`config.mk`:
```
export PLATFORM = sky130hd
export DESIGN_NAME = capture_period_speed_meter
export DESIGN_NICKNAME = d
export VERILOG_FILES = /design/src/hw/rtl/cpsm_pkg.sv /design/src/hw/rtl/cpsm_ram.sv /design/src/hw/rtl/cpsm_div.sv /design/src/hw/rtl/capture_period_speed_meter.sv
export SDC_FILE = /design/constraint.sdc
export NUM_CORES = 2
export LEC_CHECK = 0
export ABC_AREA = 1
export ABC_CLOCK_PERIOD_IN_PS = 6100
export BUFFER_PORTS_ARGS = -buffer_cell sky130_fd_sc_hd__buf_2
export CAP_MARGIN = 20
export CORE_ASPECT_RATIO = 0.9
export CORE_MARGIN = 1
export CORE_UTILIZATION = 62
export CTS_BUF_LIST = sky130_fd_sc_hd__clkbuf_4
export DETAILED_ROUTE_END_ITERATION = 7
export PLACE_DENSITY = 0.86
export RECOVER_POWER = 100
export SLEW_MARGIN = 20
export SYNTH_ARGS = -nofsm -noshare
export SYNTH_HDL_FRONTEND = slang
export SYNTH_SLANG_ARGS = --single-unit
export TNS_END_PERCENT = 5
```
`constraint.sdc`:
```
create_clock -name clk -period 6.1 [get_ports clk]
set_input_delay 0.915 -clock clk [delete_from_list [all_inputs] [get_ports clk]]
set_output_delay 0.915 -clock clk [all_outputs]
set_load 0.005 [all_outputs]
```
`src/hw/rtl/cpsm_pkg.sv`:
```
// shared constants, types and codes of the capture period speed meter
`timescale 1ns / 1ps
package cpsm_pkg;

	localparam int RING_DEPTH  = 18;
	localparam int GROUP_SIZE  = 6;
	localparam int GROUP_COUNT = RING_DEPTH / GROUP_SIZE;
	localparam int TRIM_COUNT  = GROUP_SIZE - 2;
	localparam int TRIM_SHIFT  = $clog2(TRIM_COUNT);
	localparam int ADDR_W      = $clog2(RING_DEPTH);
	localparam int GPOS_W      = $clog2(GROUP_SIZE);
	localparam int PERIOD_W    = 18;
	localparam int COUNT_W     = 16;
	localparam int OVF_W       = 8;
	localparam int NUM_W       = 24;
	localparam int SPEED_W     = 16;
	localparam int SUM_W       = PERIOD_W + $clog2(GROUP_SIZE);
	localparam int TOTAL_W     = PERIOD_W + $clog2(GROUP_COUNT + 1);
	localparam int DIVIDEND_W  = NUM_W;
	localparam int DIVISOR_W   = PERIOD_W + 3;
	localparam int STEP_W      = $clog2(DIVIDEND_W + 1);

	// mean over the groups by reciprocal multiply, exact for every total below 2**TOTAL_W
	localparam int AVG_SHIFT   = TOTAL_W + $clog2(GROUP_COUNT);
	localparam int AVG_MUL_W   = TOTAL_W + 1;
	localparam logic [AVG_MUL_W-1:0] AVG_MUL =
		AVG_MUL_W'(((longint'(1) << AVG_SHIFT) + GROUP_COUNT - 1) / GROUP_COUNT);

	localparam logic [PERIOD_W-1:0] MAX_PERIOD_RST = PERIOD_W'(250000);
	localparam logic [PERIOD_W-1:0] MIN_PERIOD_RST = PERIOD_W'(250);
	localparam logic [OVF_W-1:0]    OVF_LIMIT_RST  = OVF_W'(6);
	localparam logic [NUM_W-1:0]    NUMERATOR_RST  = NUM_W'(15000000);
	localparam logic [OVF_W-1:0]    OVF_SAT        = '1;
	localparam logic [SPEED_W-1:0]  SPEED_SAT      = '1;

	typedef enum logic [1:0] {
		OP_CAPTURE  = 2'd0,
		OP_OVERFLOW = 2'd1,
		OP_READ     = 2'd2,
		OP_NONE     = 2'd3
	} op_t;

	typedef enum logic [1:0] {
		REG_MAX_PERIOD = 2'd0,
		REG_MIN_PERIOD = 2'd1,
		REG_OVF_LIMIT  = 2'd2,
		REG_NUMERATOR  = 2'd3
	} reg_idx_t;

	typedef enum logic [3:0] {
		ST_IDLE,
		ST_FILL,
		ST_SUM,
		ST_AVG,
		ST_DIVS_GO,
		ST_DIVS_WAIT,
		ST_FINISH
	} state_t;

	typedef struct packed {
		logic                  start;
		logic [DIVIDEND_W-1:0] dividend;
		logic [DIVISOR_W-1:0]  divisor;
	} div_req_t;

	typedef struct packed {
		logic                  done;
		logic [DIVIDEND_W-1:0] quotient;
	} div_rsp_t;

endpackage

```
`src/hw/rtl/cpsm_ram.sv`:
```
// generic single-port-write ram with registered read
`timescale 1ns / 1ps
module cpsm_ram #(
	parameter int WIDTH = 18,
	parameter int DEPTH = 18
) (
	input  logic                     clk,
	input  logic                     we,
	input  logic [$clog2(DEPTH)-1:0] waddr,
	input  logic [WIDTH-1:0]         wdata,
	input  logic                     re,
	input  logic [$clog2(DEPTH)-1:0] raddr,
	output logic [WIDTH-1:0]         rdata
);

	logic [WIDTH-1:0] mem_q [DEPTH];

	always_ff @(posedge clk) begin
		if (we) begin
			mem_q[waddr] <= wdata;
		end
		if (re) begin
			rdata <= mem_q[raddr];
		end
	end

endmodule

```
`src/hw/rtl/cpsm_div.sv`:
```
// iterative restoring divider, one quotient bit per cycle
`timescale 1ns / 1ps
module cpsm_div
	import cpsm_pkg::*;
(
	input  logic     clk,
	input  logic     arst_n,
	input  div_req_t req,
	output div_rsp_t rsp
);

	logic                  busy_q;
	logic                  done_q;
	logic [STEP_W-1:0]     cnt_q;
	logic [DIVISOR_W:0]    rem_q;
	logic [DIVIDEND_W-1:0] quo_q;
	logic [DIVISOR_W-1:0]  dvs_q;
	logic [DIVISOR_W:0]    rem_sh;
	logic                  ge;

	assign rem_sh = {rem_q[DIVISOR_W-1:0], quo_q[DIVIDEND_W-1]};
	assign ge     = rem_sh >= {1'b0, dvs_q};

	always_ff @(posedge clk or negedge arst_n) begin
		if (!arst_n) begin
			busy_q <= 1'b0;
			done_q <= 1'b0;
			cnt_q  <= '0;
		end else begin
			done_q <= 1'b0;
			if (req.start) begin
				busy_q <= 1'b1;
				cnt_q  <= '0;
			end else if (busy_q) begin
				cnt_q <= cnt_q + STEP_W'(1);
				if (cnt_q == STEP_W'(DIVIDEND_W - 1)) begin
					busy_q <= 1'b0;
					done_q <= 1'b1;
				end
			end
		end
	end

	always_ff @(posedge clk) begin
		if (req.start) begin
			rem_q <= '0;
			quo_q <= req.dividend;
			dvs_q <= req.divisor;
		end else if (busy_q) begin
			rem_q <= ge ? rem_sh - {1'b0, dvs_q} : rem_sh;
			quo_q <= {quo_q[DIVIDEND_W-2:0], ge};
		end
	end

	assign rsp.done     = done_q;
	assign rsp.quotient = quo_q;

	a_done_after_busy: assert property (@(posedge clk) disable iff (!arst_n)
		done_q |-> $past(busy_q)) else $error("divider done without a run");
	a_no_restart: assert property (@(posedge clk) disable iff (!arst_n)
		done_q |-> !busy_q) else $error("divider still busy at done");
	a_rem_bound: assert property (@(posedge clk) disable iff (!arst_n)
		done_q |-> rem_q < {1'b0, dvs_q}) else $error("remainder not below divisor");

endmodule

```
`src/hw/rtl/capture_period_speed_meter.sv`:
```
// top level: capture period ring, stall fill, trimmed-mean speed read
`timescale 1ns / 1ps
// One input word at a time. A capture edge, an overflow tick that does not stop the meter, an
// unknown operation or a read before the ring holds data goes through the finish state to the
// output register. An overflow tick that reaches the limit rewrites all 18 ring entries, one
// per cycle. A speed read sweeps the 18 ring entries through the ring memory's single read
// port, forms the mean over the three groups with a constant reciprocal multiply, then runs the
// 24-step divider once for the speed; a zero mean saturates the speed instead. The next word
// is accepted once the current one is finished; a finished result waits in the output register.
module capture_period_speed_meter
	import cpsm_pkg::*;
(
	input  logic                  clk,
	input  logic                  arst_n,
	input  logic                  s_tvalid,
	output logic                  s_tready,
	input  logic [COUNT_W-1:0]    s_tdata,   // capture_count
	input  logic [1:0]            s_tuser,   // operation
	output logic                  m_tvalid,
	input  logic                  m_tready,
	output logic [SPEED_W-1:0]    m_tdata,   // speed
	output logic                  m_tuser,   // stopped
	input  logic                  cfg_valid,
	output logic                  cfg_ready,
	input  logic [1:0]            cfg_index,
	input  logic [NUM_W-1:0]      cfg_data
);

	state_t state_q, state_d;

	logic [PERIOD_W-1:0] max_q, min_q;
	logic [OVF_W-1:0]    limit_q;
	logic [NUM_W-1:0]    num_q;

	logic [COUNT_W-1:0]  last_q;
	logic [OVF_W-1:0]    ovf_q;
	logic [ADDR_W-1:0]   widx_q;
	logic                valid_q;
	logic                stall_q;

	logic [ADDR_W-1:0]   fcnt_q;
	logic [ADDR_W:0]     rcnt_q;
	logic                rdv_s1;
	logic [ADDR_W-1:0]   ridx_s1;
	logic [GPOS_W-1:0]   gpos_q;
	logic [SUM_W-1:0]    gsum_q;
	logic [PERIOD_W-1:0] ghi_q, glo_q;
	logic [TOTAL_W-1:0]  total_q;
	logic [PERIOD_W-1:0] avg_q;
	logic [SPEED_W-1:0]  speed_q;

	logic                m_tvalid_q;
	logic [SPEED_W-1:0]  m_speed_q;
	logic                m_stop_q;

	logic                accept;
	op_t                 op;
	logic                fill_start;
	logic                out_free;

	logic [NUM_W-1:0]    raw;
	logic [NUM_W-1:0]    diff;
	logic [PERIOD_W-1:0] p_max;
	logic [PERIOD_W-1:0] period;
	logic [ADDR_W-1:0]   widx_n;
	logic [OVF_W-1:0]    ovf_n;

	logic                ram_we, ram_re;
	logic [ADDR_W-1:0]   ram_waddr;
	logic [PERIOD_W-1:0] ram_wdata;
	logic [PERIOD_W-1:0] ram_rdata;

	logic [SUM_W-1:0]    sum_n, trim;
	logic [PERIOD_W-1:0] hi_n, lo_n;
	logic                gfirst, glast, sweep_end;

	logic [TOTAL_W+AVG_MUL_W-1:0] avg_prod;
	logic [PERIOD_W-1:0] avg_n;

	div_req_t            dreq;
	div_rsp_t            drsp;

	assign s_tready  = state_q == ST_IDLE;
	assign cfg_ready = 1'b1;
	assign accept    = s_tvalid && s_tready;
	assign op        = op_t'(s_tuser);
	assign out_free  = !m_tvalid_q || m_tready;

	// capture period
	assign raw    = {ovf_q, s_tdata};
	assign diff   = raw - NUM_W'(last_q);
	assign p_max  = (diff >= NUM_W'(max_q)) ? max_q : diff[PERIOD_W-1:0];
	assign period = (raw < NUM_W'(last_q)) ? max_q : ((p_max <= min_q) ? min_q : p_max);
	assign widx_n = (widx_q == ADDR_W'(RING_DEPTH - 1)) ? '0 : widx_q + ADDR_W'(1);
	assign ovf_n  = (ovf_q == OVF_SAT) ? OVF_SAT : ovf_q + OVF_W'(1);
	assign fill_start = accept && op == OP_OVERFLOW && ovf_n >= limit_q;

	// group trim
	assign gfirst    = gpos_q == '0;
	assign glast     = gpos_q == GPOS_W'(GROUP_SIZE - 1);
	assign sum_n     = gfirst ? SUM_W'(ram_rdata) : gsum_q + SUM_W'(ram_rdata);
	assign hi_n      = (gfirst || ram_rdata > ghi_q) ? ram_rdata : ghi_q;
	assign lo_n      = (gfirst || ram_rdata < glo_q) ? ram_rdata : glo_q;
	assign trim      = (sum_n - SUM_W'(hi_n) - SUM_W'(lo_n)) >> TRIM_SHIFT;
	assign sweep_end = rdv_s1 && ridx_s1 == ADDR_W'(RING_DEPTH - 1);

	// mean over the groups
	assign avg_prod = (TOTAL_W + AVG_MUL_W)'(total_q) * (TOTAL_W + AVG_MUL_W)'(AVG_MUL);
	assign avg_n    = avg_prod[AVG_SHIFT +: PERIOD_W];

	cpsm_ram #(.WIDTH(PERIOD_W), .DEPTH(RING_DEPTH)) u_ring (
		.clk   (clk),
		.we    (ram_we),
		.waddr (ram_waddr),
		.wdata (ram_wdata),
		.re    (ram_re),
		.raddr (rcnt_q[ADDR_W-1:0]),
		.rdata (ram_rdata)
	);

	cpsm_div u_div (
		.clk    (clk),
		.arst_n (arst_n),
		.req    (dreq),
		.rsp    (drsp)
	);

	always_comb begin
		state_d = state_q;
		case (state_q)
			ST_IDLE: begin
				if (accept) begin
					if (fill_start) begin
						state_d = ST_FILL;
					end else if (op == OP_READ && valid_q) begin
						state_d = ST_SUM;
					end else begin
						state_d = ST_FINISH;
					end
				end
			end
			ST_FILL: begin
				if (fcnt_q == ADDR_W'(RING_DEPTH - 1)) begin
					state_d = ST_FINISH;
				end
			end
			ST_SUM: begin
				if (sweep_end) begin
					state_d = ST_AVG;
				end
			end
			ST_AVG: state_d = (avg_n == '0) ? ST_FINISH : ST_DIVS_GO;
			ST_DIVS_GO: state_d = ST_DIVS_WAIT;
			ST_DIVS_WAIT: begin
				if (drsp.done) begin
					state_d = ST_FINISH;
				end
			end
			ST_FINISH: begin
				if (out_free) begin
					state_d = ST_IDLE;
				end
			end
			default: state_d = ST_IDLE;
		endcase
	end

	always_comb begin
		ram_we        = 1'b0;
		ram_waddr     = widx_n;
		ram_wdata     = period;
		ram_re        = 1'b0;
		dreq.start    = 1'b0;
		dreq.dividend = num_q;
		dreq.divisor  = {avg_q, 3'b000};
		case (state_q)
			ST_IDLE: begin
				ram_we = accept && op == OP_CAPTURE;
			end
			ST_FILL: begin
				ram_we    = 1'b1;
				ram_waddr = fcnt_q;
				ram_wdata = max_q;
			end
			ST_SUM: begin
				ram_re = rcnt_q != (ADDR_W + 1)'(RING_DEPTH);
			end
			ST_DIVS_GO: begin
				dreq.start = 1'b1;
			end
			default: begin
			end
		endcase
	end

	always_ff @(posedge clk or negedge arst_n) begin
		if (!arst_n) begin
			state_q    <= ST_IDLE;
			max_q      <= MAX_PERIOD_RST;
			min_q      <= MIN_PERIOD_RST;
			limit_q    <= OVF_LIMIT_RST;
			num_q      <= NUMERATOR_RST;
			last_q     <= '0;
			ovf_q      <= '0;
			widx_q     <= '0;
			valid_q    <= 1'b0;
			stall_q    <= 1'b0;
			fcnt_q     <= '0;
			rcnt_q     <= '0;
			rdv_s1     <= 1'b0;
			gpos_q     <= '0;
			m_tvalid_q <= 1'b0;
		end else begin
			state_q <= state_d;
			if (cfg_valid && cfg_ready) begin
				case (reg_idx_t'(cfg_index))
					REG_MAX_PERIOD: max_q   <= cfg_data[PERIOD_W-1:0];
					REG_MIN_PERIOD: min_q   <= cfg_data[PERIOD_W-1:0];
					REG_OVF_LIMIT:  limit_q <= cfg_data[OVF_W-1:0];
					REG_NUMERATOR:  num_q   <= cfg_data;
					default: begin
					end
				endcase
			end
			if (accept) begin
				case (op)
					OP_CAPTURE: begin
						ovf_q   <= '0;
						stall_q <= 1'b0;
						last_q  <= s_tdata;
						widx_q  <= widx_n;
						if (widx_n == '0) begin
							valid_q <= 1'b1;
						end
					end
					OP_OVERFLOW: begin
						ovf_q <= ovf_n;
						if (fill_start) begin
							stall_q <= 1'b1;
							valid_q <= 1'b1;
						end
					end
					default: begin
					end
				endcase
				fcnt_q <= '0;
				rcnt_q <= '0;
				gpos_q <= '0;
			end
			if (state_q == ST_FILL) begin
				fcnt_q <= fcnt_q + ADDR_W'(1);
			end
			rdv_s1 <= ram_re;
			if (ram_re) begin
				rcnt_q <= rcnt_q + (ADDR_W + 1)'(1);
			end
			if (rdv_s1) begin
				gpos_q <= glast ? '0 : gpos_q + GPOS_W'(1);
			end
			if (state_q == ST_FINISH && out_free) begin
				m_tvalid_q <= 1'b1;
			end else if (m_tready) begin
				m_tvalid_q <= 1'b0;
			end
		end
	end

	always_ff @(posedge clk) begin
		if (accept) begin
			speed_q <= '0;
			total_q <= '0;
		end
		if (ram_re) begin
			ridx_s1 <= rcnt_q[ADDR_W-1:0];
		end
		if (rdv_s1) begin
			gsum_q <= sum_n;
			ghi_q  <= hi_n;
			glo_q  <= lo_n;
			if (glast) begin
				total_q <= total_q + TOTAL_W'(trim);
			end
		end
		if (state_q == ST_AVG) begin
			avg_q <= avg_n;
			if (avg_n == '0) begin
				speed_q <= SPEED_SAT;
			end
		end
		if (state_q == ST_DIVS_WAIT && drsp.done) begin
			speed_q <= (drsp.quotient[DIVIDEND_W-1:SPEED_W] != '0) ? SPEED_SAT :
				drsp.quotient[SPEED_W-1:0];
		end
		if (state_q == ST_FINISH && out_free) begin
			m_speed_q <= speed_q;
			m_stop_q  <= stall_q;
		end
	end

	assign m_tvalid = m_tvalid_q;
	assign m_tdata  = m_speed_q;
	assign m_tuser  = m_stop_q;

	a_write_states: assert property (@(posedge clk) disable iff (!arst_n)
		ram_we |-> (state_q == ST_IDLE || state_q == ST_FILL))
		else $error("ring written outside edge or fill");
	a_word_from_finish: assert property (@(posedge clk) disable iff (!arst_n)
		$rose(m_tvalid_q) |-> $past(state_q) == ST_FINISH)
		else $error("result word without finished item");
	a_fill_sets_stop: assert property (@(posedge clk) disable iff (!arst_n)
		state_q == ST_FILL |-> stall_q && valid_q)
		else $error("fill without stop");
	a_read_needs_ring: assert property (@(posedge clk) disable iff (!arst_n)
		ram_re |-> valid_q && !ram_we)
		else $error("ring read before it holds data");

endmodule
```
; ---- After elaboration in Yosys (flattened, before gate mapping)
; Memory sizes are Yosys's and may differ from the RTL's. A register that Yosys moved wholly into a read port is not among the register bits.
; Index checks and enable logic that the tools add are counted.
[totals]
regBits = 322
ramBits = 324
in_bits = 49
output_inout_bits = 20
wordCells = 167
n_memories = 1
[op_classes]
add_sub_neg = 12
mul = 1
magnitude_cmp = 7
eq_ne = 25
muxes = 57
reduce_logical = 34
[memory_table]
columns = name, depth, word_bits, rd, rd_clocked_by_memory_dff, write_ports, line_no
row1 = u_ring.mem_q, 18, 18, 1, 1, 1, cpsm_ram.sv:16  ; logic [WIDTH-1:0] mem_q [DEPTH];
[op_table]
columns = cell, count
row1 = $mux W18, 6
row2 = $mux W16, 5
row3 = $mux W20, 3
row4 = $mux W24, 2
row5 = $mux W21, 2
row6 = $sub A21 B18 Y21, 2
row7 = $mul A20 B20 Y39 const B, 1
row8 = $mux W5, 6
row9 = $pmux W4 S7, 1
row10 = $ge A24 B18 Y1, 1
row11 = $lt A24 B16 Y1, 1
row12 = $sub A24 B16 Y24, 1
row13 = $ge A22 B21 Y1, 1
row14 = $add A21 B18 Y21, 1
row15 = $sub A21 B21 Y21, 1
row16 = $add A20 B19 Y20, 1
row17 = $eq A5 B5 Y1 const B, 4
row18 = $mux W4, 5
row19 = $gt A18 B18 Y1, 1
row20 = $le A18 B18 Y1, 1
row21 = $logic_not A18 Y1, 1
row22 = $lt A18 B18 Y1, 1
row23 = $pmux W8 S2, 1
row24 = $add A5 B1 Y5 const B, 3
row25 = 33 further kinds, 84

; ---- Depth between registers and ports, before layout
[logic_depth]
depth_word = 8
mapped_depth = 38
ltp_nobuf = 37

; ---- Modules after synthesis
; A second synthesis with hierarchy kept.
[unflattened]
hier_cells = 5143
area_unflattened_um2 = 44098.5
[by_module_without_submodules]
columns = module, instances, cells_per_inst, area_per_inst_um2, seq_area_each_um2
row1 = capture_period_speed_meter, 1, 3191, 25079.1, 6617.6
row2 = cpsm_ram, 1, 1342, 14465.1, 10269.8
row3 = cpsm_div, 1, 610, 4554.4, 1946.9

; ---- Worst setup path after synthesis
; OpenSTA, ideal clock, no wires.
[synth_timing]
kind = reg2reg
start = register total_q[7]
end = register speed_q[10]
setup_ns = 0.067
t_arrival_ns = 5.526
t_required_ns = 6.033
path_slack_ns = 0.506
path_stages_with_launch = 25
path_buffers = 1
synth_period_minus_slack_ns = 5.594
path_cell_list = dfxtp_1 ha_1 fa_1 inv_1 fa_1 inv_1 fa_1 fa_1 fa_1 ha_1 ha_1 nand2_1 nor2_2 inv_2 nor3_4 o21ai_1 nand3b_1 nand3_1 nand2_2 nor2_2 nand2_2 nor2_4 nand3_4 buf_8 a21oi_4
[synth_between]
elab_chain_len = 5
[synth_lines]
columns = item, line_no
row1 = from (decl), capture_period_speed_meter.sv:48  ; logic [TOTAL_W-1:0] total_q;
row2 = from (signal assigned), capture_period_speed_meter.sv:281  ; total_q <= total_q + TOTAL_W'(trim);
row3 = $mul A20 B20 Y39, capture_period_speed_meter.sv:108  ; assign avg_prod = (TOTAL_W + AVG_MUL_W)'(total_q) * (TOTAL_W + AVG_MUL_W)'(AVG_MUL);
row4 = named net avg_prod[35], capture_period_speed_meter.sv:77  ; logic [TOTAL_W+AVG_MUL_W-1:0] avg_prod;
row5 = $logic_not A18 Y1, capture_period_speed_meter.sv:286  ; if (avg_n == '0) begin
row6 = $mux W16, capture_period_speed_meter.sv:286
row7 = $mux W16, capture_period_speed_meter.sv:284  ; if (state_q == ST_AVG) begin
row8 = $mux W16, capture_period_speed_meter.sv:290  ; if (state_q == ST_DIVS_WAIT && drsp.done) begin
row9 = to (signal assigned), capture_period_speed_meter.sv:291  ; speed_q <= (drsp.quotient[DIVIDEND_W-1:SPEED_W] != '0) ? SPEED_SAT :
row10 = to (decl), capture_period_speed_meter.sv:50  ; logic [SPEED_W-1:0] speed_q;
; The timed path passes the listed nets, and every way through them passes these cells.
; A chain may end at the register's enable or synchronous reset.

; ---- Worst setup path in the final report
[layout_timing]
start = register u_ring.rdata[2] (read register of u_ring.mem_q)
end = register total_q[17]
[layout_between]
elab_cells_between_ends = 13
cone_classes = 4 x add/sub / 2 x order compare / 5 x mux / 2 x reduce/logical
[layout_lines]
columns = item, line_no
row1 = from (decl), cpsm_ram.sv:13  ; output logic [WIDTH-1:0] rdata
row2 = $add A21 B18 Y21, capture_period_speed_meter.sv:101  ; assign sum_n = gfirst ? SUM_W'(ram_rdata) : gsum_q + SUM_W'(ram_rdata);
row3 = $mux W21, capture_period_speed_meter.sv:101
row4 = named net sum_n[15], capture_period_speed_meter.sv:73  ; logic [SUM_W-1:0] sum_n, trim;
row5 = $sub A21 B18 Y21 (2 in a row), capture_period_speed_meter.sv:104  ; assign trim = (sum_n - SUM_W'(hi_n) - SUM_W'(lo_n)) >> TRIM_SHIFT;
row6 = $add A20 B19 Y20, capture_period_speed_meter.sv:281
row7 = $mux W20, capture_period_speed_meter.sv:280  ; if (glast) begin
row8 = $mux W20, capture_period_speed_meter.sv:276  ; if (rdv_s1) begin
; The timed path passes the listed nets, and every way through them passes these cells.

==> results by group <==
Logic synthesis
  – Post-Syn Area: 42000 um2
  – Synth top area share: 0.344
  – Top FF cell, synth: edfxtp_1
  – Synth area leader: edfxtp_1
  – Synth cell types: 68
  – Syn Nets: 5108
  – Mapped Avg Cell Area: 9.25 um2
  – Synth async-reset ratio: 0.189
  – Top post-synthesis cells by area: edfxtp_1, ha_1, nand2_1
  – Sequential fraction of the synthesis area: 0.446
  – Post-synth EDFFs: 481
  – Syn Inst Count: 4540
  – Count leader, synth: nand2_1
  – Synth warnings: 0
  – Most frequent cells after synthesis: nand2_1, inv_1, edfxtp_1
  – Yosys reg bits: 663

GRT
  – Aggregate global-route resource usage: 0.331
  – Initial antenna violation count: 3
  – Total grt overflow: 0
  – First-pass GRT wire length: 177 mm
  – Largest net degree at the start of global routing: 72
  – Vias in the first global route: 33527

Min path
  – Worst hold path type: in -> reg
  – Hold depth: 3
  – Hold path startpoint: s_tdata[12]
  – Hold worst-path end: last_q[12]

Setup path
  – Critical path arrival: 6870 ps
  – Worst R2R Path Depth: 29
  – R2r endpoint: total_q[17]
  – CP max stage cell: fa_1
  – Crit Path Max Fanout: 5
  – Worst R2R Start: u_ring.rdata[2]
  – Worst path max stage delay: 510 ps
  – Crit path required time: 7060 ps
  – Crit path kind: reg -> reg
  – Most used cell, CP: o21ai_0
  – R2R setup slack: 180 ps
  – Crit. End Element: flip-flop
  – Startpoint Class: flip-flop

Job
  – Max-Cap Viols: 7

Detailed routing
  – Wire length per cell: 19.6 um
  – DRT Wirelength: 116 mm
  – Detailed-route vias per instance: 5.86
  – TritonRoute pass-1 iters: 6
  – Iter 0 DRT Violations: 3617
  – Via count: 34680
  – ANT nets after route: 0
  – # DRC: 0

CTS
  – Root Driver: clkbuf_4
  – Number of buffers created by CTS: 166
  – CTS tree: yes
  – Worst-Skew Late Latency: 1100 ps
  – H-Tree Depth: 4
  – Clock transition at path regs: 60 ps
  – Longest Clk Path Bufs: 3
  – TritonCTS Sinks: 663

Placement
  – Placement Setup Slack: -105 ps
  – Cell Area, Placed: 45100 um2
  – Final GP Congestion: 0.977
  – Port bufs: 67
  – Hpwl dp: 81.3 mm

Floorplanning
  – Die height: 249 um
  – Top Ports: 69
  – Die area: 68800 um2
  – Core ar.: 67000 um2
  – Row count: 90
  – Initial core utilization: 0.627
  – Chip width: 276 um

Timing
  – Post-layout min period: 5920 ps
  – Final count of pins violating max slew: 323
  – Slew @ Worst Pin: 4010 ps
  – Tcrit/Tclk final: 0.970
  – Slew HR: -1.67
  – Final WS setup: 184 ps
  – Fmax: 0.169 GHz
  – Fin Clk Skew: 95.1 ps
  – Final Hold Vio Count: 0
  – Endpoints failing setup: 0

Finish
  – Fill cell count: 4637
  – Finished Core Util: 0.717
  – Fraction of layout cells with a size suffix above 1: 0.165
  – Final Instance Area: 48000 um2
  – Synthesis-to-layout area growth: 14.3%
  – Layout net count: 5470

Status
  – Outcome: finished, violations left
  – Failing checks: max-capacitance violations, max-slew violations
[placed cells by master, fill, tap and decap left out, types with 13 or more instances in the layout]
cell type,Yosys,final
dfrtp_1,100,98
nand4_1,48,48
nand3_1,172,169
xnor2_1,30,28
o22ai_1,13,13
o21ai_1,5,26
o221ai_1,29,29
a21oi_4,11,13
dfxtp_1,57,41
buf_4,1,215
nand2_2,20,32
xor2_1,53,49
nand2_1,886,872
o21bai_1,14,13
o211ai_1,22,22
mux2i_1,27,27
ha_4,0,19
ha_1,365,338
nor2_2,9,35
edfxtp_1,481,481
fa_1,154,150
inv_1,688,689
o21ai_0,380,356
a21oi_2,1,26
clkbuf_4,0,253
clkinv_1,5,30
nor2_1,400,367
a21oi_1,239,212
dfstp_2,25,25
buf_2,7,63
o32ai_1,47,47
inv_2,15,14
buf_12,0,20
a21o_1,13,13
nor3_1,21,20
[critical path, delay by kind of cell, from the launching register on]
kind,cells,cell delay (ps)
flip-flops,1,420
adder cells (fa/ha/maj),4,1550
XOR/XNOR,1,170
AO/OA/AOI/OAI,12,2000
buffers and inverters,3,410
AND/OR/NAND/NOR,9,1290
[routing by layer]
layer | track usage | wire [um] | up-vias
li1 | - | - | 16076
met2 | 0.518 | 53500 | 1853
met3 | 0.0688 | 11000 | 328
met5 | 0 | 0 | -
met4 | 0.142 | 4170 | 0
met1 | 0.451 | 47000 | 16423
[metrics by stage]
stage / std cells / hold WS (ps) / TNS [ps]
2_1_floorplan: 4540 / 400 / 0
4_1_cts: 5897 / 29.2 / 0
6_report: 5914 / 75.5 / 0
3_5_place_dp: 5597 / 406 / -1150
3_3_place_gp: 5597 / 403 / -586
5_1_grt: 5911 / 57.9 / -741
[sequential cells by signal, summed over array words and instances (netlist names), 20 cells and up]
name,flops
u_div.rem_q,21
total_q,20
u_div.quo_q,24
u_ring.mem_q,324
num_q,24
gsum_q,21
[final cells by class]
type,count,area [um2],area share
flip-flops and latches,663,18800,0.391
inverters,708,2660,0.0554
diodes,8,20.0,0.000417
well taps,874,1090,0.0228
repair buffers,313,2440,0.0507
clock inverters,45,329,0.00685
multi-input cells,3050,20800,0.433
clock buffers,253,1900,0.0395
[logic make-up (layout without fill, tap and decap cells)]
group,Yosys count,in the layout,synth area share
other cells,1,9,0.0000893
fa+ha+maj,519,519,0.182
compound gates,815,815,0.113
flops,663,663,0.446
buf+inv,827,1319,0.0746
xor+xnor,84,84,0.0177
simple gates,1598,1598,0.158
mux,33,33,0.00804
[worst max-delay path by stage]
stage,startpoint,end,depth (start not counted)
after global placement,total_q[2],speed_q[4],26
after global routing,u_ring.rdata[7],total_q[14],37
after detailed placement,total_q[2],speed_q[2],22
after floorplan,total_q[7],speed_q[10],24
after CTS,u_ring.rdata[11],total_q[15],34
final,u_ring.rdata[2],total_q[17],29
[repair_timing]
action                                 4_1_cts  5_1_grt
pin swaps                                    1       30
gates resized for setup                     12      167
endpoints found under the hold margin       62        0
setup endpoints to repair                   20       32
buffers inserted                             1        8
hold buffers                                 1        0
gates cloned                                 0        1
Power is not shown: default switching activity piles up to over one toggle a cycle in this logic, so the estimate is an artifact.
